--- src/rtl/core/detector_event_builder_macros.svh ---
// Assertion macros shared by the detector event builder RTL.
// Depends on nothing; included by the modules that carry assertions.
`ifndef DETECTOR_EVENT_BUILDER_MACROS_SVH
`define DETECTOR_EVENT_BUILDER_MACROS_SVH
`ifndef SYNTHESIS
`define DEB_ASSERT(label, clk, rst_n, prop) \
    label: assert property (@(posedge clk) disable iff (!rst_n) prop) \
        else $error("detector_event_builder: assertion failed");
`define DEB_ASSERT_NEXT(label, clk, rst_n, cond, res) \
    label: assert property (@(posedge clk) disable iff (!rst_n) (cond) |=> (res)) \
        else $error("detector_event_builder: assertion failed");
`else
`define DEB_ASSERT(label, clk, rst_n, prop)
`define DEB_ASSERT_NEXT(label, clk, rst_n, cond, res)
`endif
`endif

--- src/rtl/core/deb_pkg.sv ---
// Package for the detector event builder: field widths, codes and types.
// Used by deb_out_fifo and detector_event_builder; depends on nothing.
`default_nettype none

package deb_pkg;

    localparam int DEB_NUM_CHANNELS = 64;

    localparam int CHAN_W   = 6;
    localparam int TIME_W   = 48;
    localparam int DEP_E_W  = 24;
    localparam int EV_E_W   = 32;
    localparam int WIN_W    = 24;

    localparam int CFG_IDX_W  = 2;
    localparam int CFG_DATA_W = 32;

    localparam logic [CFG_IDX_W-1:0] CFG_INTEG_WIN = 2'd0;
    localparam logic [CFG_IDX_W-1:0] CFG_DEAD_WIN  = 2'd1;
    localparam logic [CFG_IDX_W-1:0] CFG_E_THRESH  = 2'd2;

    localparam int IN_TDATA_W  = 80;
    localparam int OUT_TDATA_W = 88;

    localparam int FIFO_DEPTH = 4;
    localparam int FIFO_AW    = 2;
    localparam int FIFO_CW    = 3;

    typedef enum logic {
        CMD_DEPOSIT = 1'b0,
        CMD_FLUSH   = 1'b1
    } t_cmd;

    typedef struct packed {
        logic [EV_E_W-1:0] energy;
        logic [TIME_W-1:0] start;
        logic [CHAN_W-1:0] chan;
    } t_event;

    typedef struct packed {
        logic [TIME_W-1:0] start;
        logic [EV_E_W-1:0] energy;
    } t_pend;

    typedef struct packed {
        logic               vld;
        logic [FIFO_CW-1:0] cnt;
    } t_ofifo_stat;

endpackage

`default_nettype wire

--- src/rtl/core/deb_out_fifo.sv ---
// Four-entry result queue between the event logic and the output beat.
// Depends on deb_pkg and detector_event_builder_macros.svh.
`default_nettype none
`include "detector_event_builder_macros.svh"

module deb_out_fifo import deb_pkg::*; (
    input  wire logic        i_clk,
    input  wire logic        i_rst_n,
    input  wire logic        i_push,
    input  wire t_event      i_push_data,
    input  wire logic        i_pop,
    output t_event           o_head,
    output t_ofifo_stat      o_stat
);

    t_event             r_buf [FIFO_DEPTH];
    logic [FIFO_AW-1:0] r_wr_ptr;
    logic [FIFO_AW-1:0] r_rd_ptr;
    logic [FIFO_CW-1:0] r_cnt;
    logic [FIFO_CW-1:0] n_cnt;

    always_comb begin
        n_cnt = r_cnt;
        if (i_push && !i_pop) begin
            n_cnt = r_cnt + FIFO_CW'(1);
        end else if (!i_push && i_pop) begin
            n_cnt = r_cnt - FIFO_CW'(1);
        end
    end

    always_ff @(posedge i_clk) begin
        if (!i_rst_n) begin
            r_wr_ptr <= '0;
            r_rd_ptr <= '0;
            r_cnt    <= '0;
        end else begin
            r_cnt <= n_cnt;
            if (i_push) begin
                r_wr_ptr <= r_wr_ptr + FIFO_AW'(1);
            end
            if (i_pop) begin
                r_rd_ptr <= r_rd_ptr + FIFO_AW'(1);
            end
        end
    end

    always_ff @(posedge i_clk) begin
        if (i_push) begin
            r_buf[r_wr_ptr] <= i_push_data;
        end
    end

    assign o_head     = r_buf[r_rd_ptr];
    assign o_stat.vld = (r_cnt != '0);
    assign o_stat.cnt = r_cnt;

    `DEB_ASSERT(a_pop_not_empty, i_clk, i_rst_n, i_pop |-> (r_cnt != '0))
    `DEB_ASSERT_NEXT(a_push_count, i_clk, i_rst_n, i_push && !i_pop,
        r_cnt == $past(r_cnt) + FIFO_CW'(1))
    `DEB_ASSERT_NEXT(a_first_head, i_clk, i_rst_n, i_push && (r_cnt == '0),
        o_head == $past(i_push_data))

endmodule

`default_nettype wire

--- config.mk ---
export PLATFORM = sky130hd
export DESIGN_NAME = deb_out_fifo
export DESIGN_NICKNAME = d
export VERILOG_FILES = /design/src/rtl/core/deb_pkg.sv /design/src/rtl/core/deb_out_fifo.sv
export VERILOG_INCLUDE_DIRS = /design/src /design/src/rtl/core
export SDC_FILE = /design/constraint.sdc
export NUM_CORES = 1
export LEC_CHECK = 0
export BUFFER_PORTS_ARGS = -buffer_cell sky130_fd_sc_hd__clkbuf_2
export CORE_MARGIN = 2
export CORE_UTILIZATION = 32
export CTS_CLUSTER_SIZE = 14
export DETAILED_ROUTE_END_ITERATION = 7
export PLACE_DENSITY = 0.6
export SYNTH_ARGS = -nofsm -noshare
export SYNTH_HDL_FRONTEND = slang
export SYNTH_SLANG_ARGS = --single-unit
--- constraint.sdc ---
create_clock -name i_clk -period 4.1 [get_ports i_clk]
set_input_delay 1.025 -clock i_clk [delete_from_list [all_inputs] [get_ports i_clk]]
set_output_delay 1.025 -clock i_clk [all_outputs]
set_load 0.01 [all_outputs]
==> impl_metrics.py <==
metrics = {
    "status": {
        "status": "finished, final reports clean",
    },
    "timing": {
        "clock.fmax_mhz": 299,
        "setup_slack_ns": 0.752,
        "maxSlewViolCount": 0,
        "tightest_slew_ns": 0.511,
        "fin_skew_ns": 0.0145,
        "fin_crit_sh": 0.817,
        "grt_setup_unrepaired": "false",
        "hold_viol": 0,
        "fin_crit_ns": 3.35,
        "hold_slack_ns": 0.516,
        "setup_violations": 0,
        "tns_ns": 0,
        "relSlewSlack": 0.659,
    },
    "critical_path": {
        "endpoint_kind": "output port",
        "start_kind": "flop",
        "worstSetupPathType": "flop to output port",
        "critPathRequiredTime_ns": 3.07,
        "cp.arrival_ns": 2.32,
        "worst-path-max-fanout": 36,
    },
    "clocking": {
        "cts_htree_levels": 2,
        "cts_buffers": 39,
        "root_buffer": "clkbuf_16",
        "clk_pin_slew_worst_paths_ns": 0.06,
        "post-cts-setup-buffers": 0,
        "holdBufCountCts": 0,
        "max-clock-path-buffers": 3,
        "ctsResizeCount": 0,
        "tritoncts": "done",
        "insertion_delay_ns": 0.54,
        "clock_sinks": 353,
    },
    "die": {
        "fp.coreArea_um2": 39700,
        "die_w_um": 205,
        "start_util": 0.324,
        "io_pins": 180,
        "die_h_um": 205,
        "std_cell_rows": 73,
        "dieArea_um2": 41900,
    },
    "drt": {
        "via_per_inst": 4.55,
        "dr.pass1.iters": 4,
        "vias": 5730,
        "ant_nets": 0,
        "wl_per_cell_um": 19.5,
        "drc": 0,
        "first_iter_violations": 324,
        "drt_wl_total_um": 24600,
    },
    "global_routing": {
        "antenna_found_initial": 0,
        "grt.total_usage": 0.120,
        "grt_pass1_vias": 6214,
        "grt_pass1_wl_um": 37000,
        "grt-ovfl-total": 0,
        "grt_max_degree": 51,
    },
    "synth": {
        "synth_top_area_share": 0.802,
        "synth_fp_nets": 588,
        "synth_top_area_cell": "edfxtp_1",
        "netlist_instances": 492,
        "synth_cell_type_count": 19,
        "ys_seq_area_frac": 0.816,
        "ys_ff_latch": 353,
        "yosys_warnings": 0,
        "syn_area_um2": 12900,
        "syn_avg_cell_area_um2": 26.2,
        "synthTopCellsByArea": "edfxtp_1 80%, mux4_2 15%, dfxtp_1 1.4%, buf_12 0.78%, ha_1 0.49%",
    },
    "placed_design": {
        "place_inst": 1188,
        "dp_hpwl_um": 14300,
        "place.gp.congestion": 0.668,
        "port_buffers": 179,
        "preCtsSetupSlack_ns": 1.22,
    },
    "pwr": {
        "peakVddDrop_v": 0.000375,
        "power.density_nw_per_um2": 525,
        "leakage_nw": 5.26,
    },
    "cells_and_area": {
        "final_util": 0.394,
        "drive_gt1_frac": 0.457,
        "syn_to_final_growth_pct": 21.6,
        "fillerInstances": 3556,
        "layout.nets": 800,
        "stdcell_count": 1258,
        "diodes": 0,
    },
    "flow_run": {
        "maxCapViolations": 0,
    },
    "hold_path": {
        "worstHoldPathType": "flop to flop",
    },
}
-- cells in the final DEF, fill, tap and decap left out, types with 2 or more instances in the layout --
cell type,count
and2_1,5
and2_4,4
buf_12,7
buf_4,5
clkbuf_1,11
clkbuf_16,41
clkbuf_2,179
clkbuf_8,3
clkinv_1,7
clkinv_2,4
dfxtp_1,7
dfxtp_4,2
edfxtp_1,344
ha_1,5
inv_1,4
mux2i_1,2
mux4_2,86
nor2b_1,2
or3_1,2
xnor2_1,2
xor2_1,3
-- Yosys cell counts --
library cell  count
and2_1            9
buf_12            5
mux4_2           86
nand2_1           1
mux2i_1           2
a21boi_0          1
ha_1              5
fa_1              1
dfxtp_1           9
buf_2            10
or3_1             2
o21ai_0           1
edfxtp_1        344
nor2b_1           2
inv_1             4
clkbuf_1          4
xnor2_1           2
buf_6             1
xor2_1            3
-- worst max-delay path: stages, from the launching register on --
cell,delay [ns]
dfxtp_4,0.67
buf_12,0.36
mux4_2,0.57
clkbuf_2,0.15
-- cell type report --
type | count | area [um2] | share of cell area
sequential | 353 | 10500 | 0.671
multi-input combinational | 115 | 2190 | 0.140
clock buffer | 55 | 1110 | 0.0708
timing repair buffer | 191 | 1070 | 0.0685
tap | 525 | 657 | 0.0419
clock inverter | 15 | 101 | 0.00647
inverter | 4 | 15.0 | 0.000959
-- per-stage QoR --
step           power (mW)  instance area [um2]
6_report             8.23                15700
5_1_grt              8.58                15700
4_1_cts              8.38                15700
3_5_place_dp         5.06                14500
3_3_place_gp         5.04                14500
2_1_floorplan        4.73                12900
-- state kept, by name, indices dropped and copies added, names as in the netlist, named ones only --
register,cells
r_buf,344
r_rd_ptr,2
r_wr_ptr,2
r_cnt,3
-- layer usage --
metal  wire [um]  part of all wire  vias up  global-route usage
li1            -                 -     2544                   -
met2       12200              0.49      161               0.194
met1       10300              0.42     2982               0.153
met3        1520             0.062       43              0.0364
met5           0                 0        -                   0
met4         579             0.024        0              0.0396
-- kinds of logic after synthesis --
| family | count (synthesis) | share of synthesized area |
|---|---|---|
| and+or+nand+nor | 14 | 0.00660 |
| muxes | 88 | 0.152 |
| DFF | 353 | 0.816 |
| buffers and inverters | 24 | 0.0149 |
| xor gates and xnor gates | 5 | 0.00340 |
| AOI/OAI and AO/OA | 2 | 0.000971 |
| adders and majority gates | 6 | 0.00641 |
-- power by group --
part,switching (mW),leakage (nW),internal [mW]
combinational,0.402,1.44,0.352
clock,1.33,0.589,1.95
sequential,0.0581,3.24,4.14
-- final timing paths --
check / from / to / slack, ns / cells after the start
max: flop / o_head[50] / 0.75 / 3
min: r_cnt[2] / r_cnt[2] / 0.52 / 2
max reg2reg: r_wr_ptr[0] / r_buf[2][55] / 2.24 / 4
min reg2reg: r_cnt[2] / r_cnt[2] / 0.52 / 2
No activity file was read; power rests on OpenSTA's default activity.
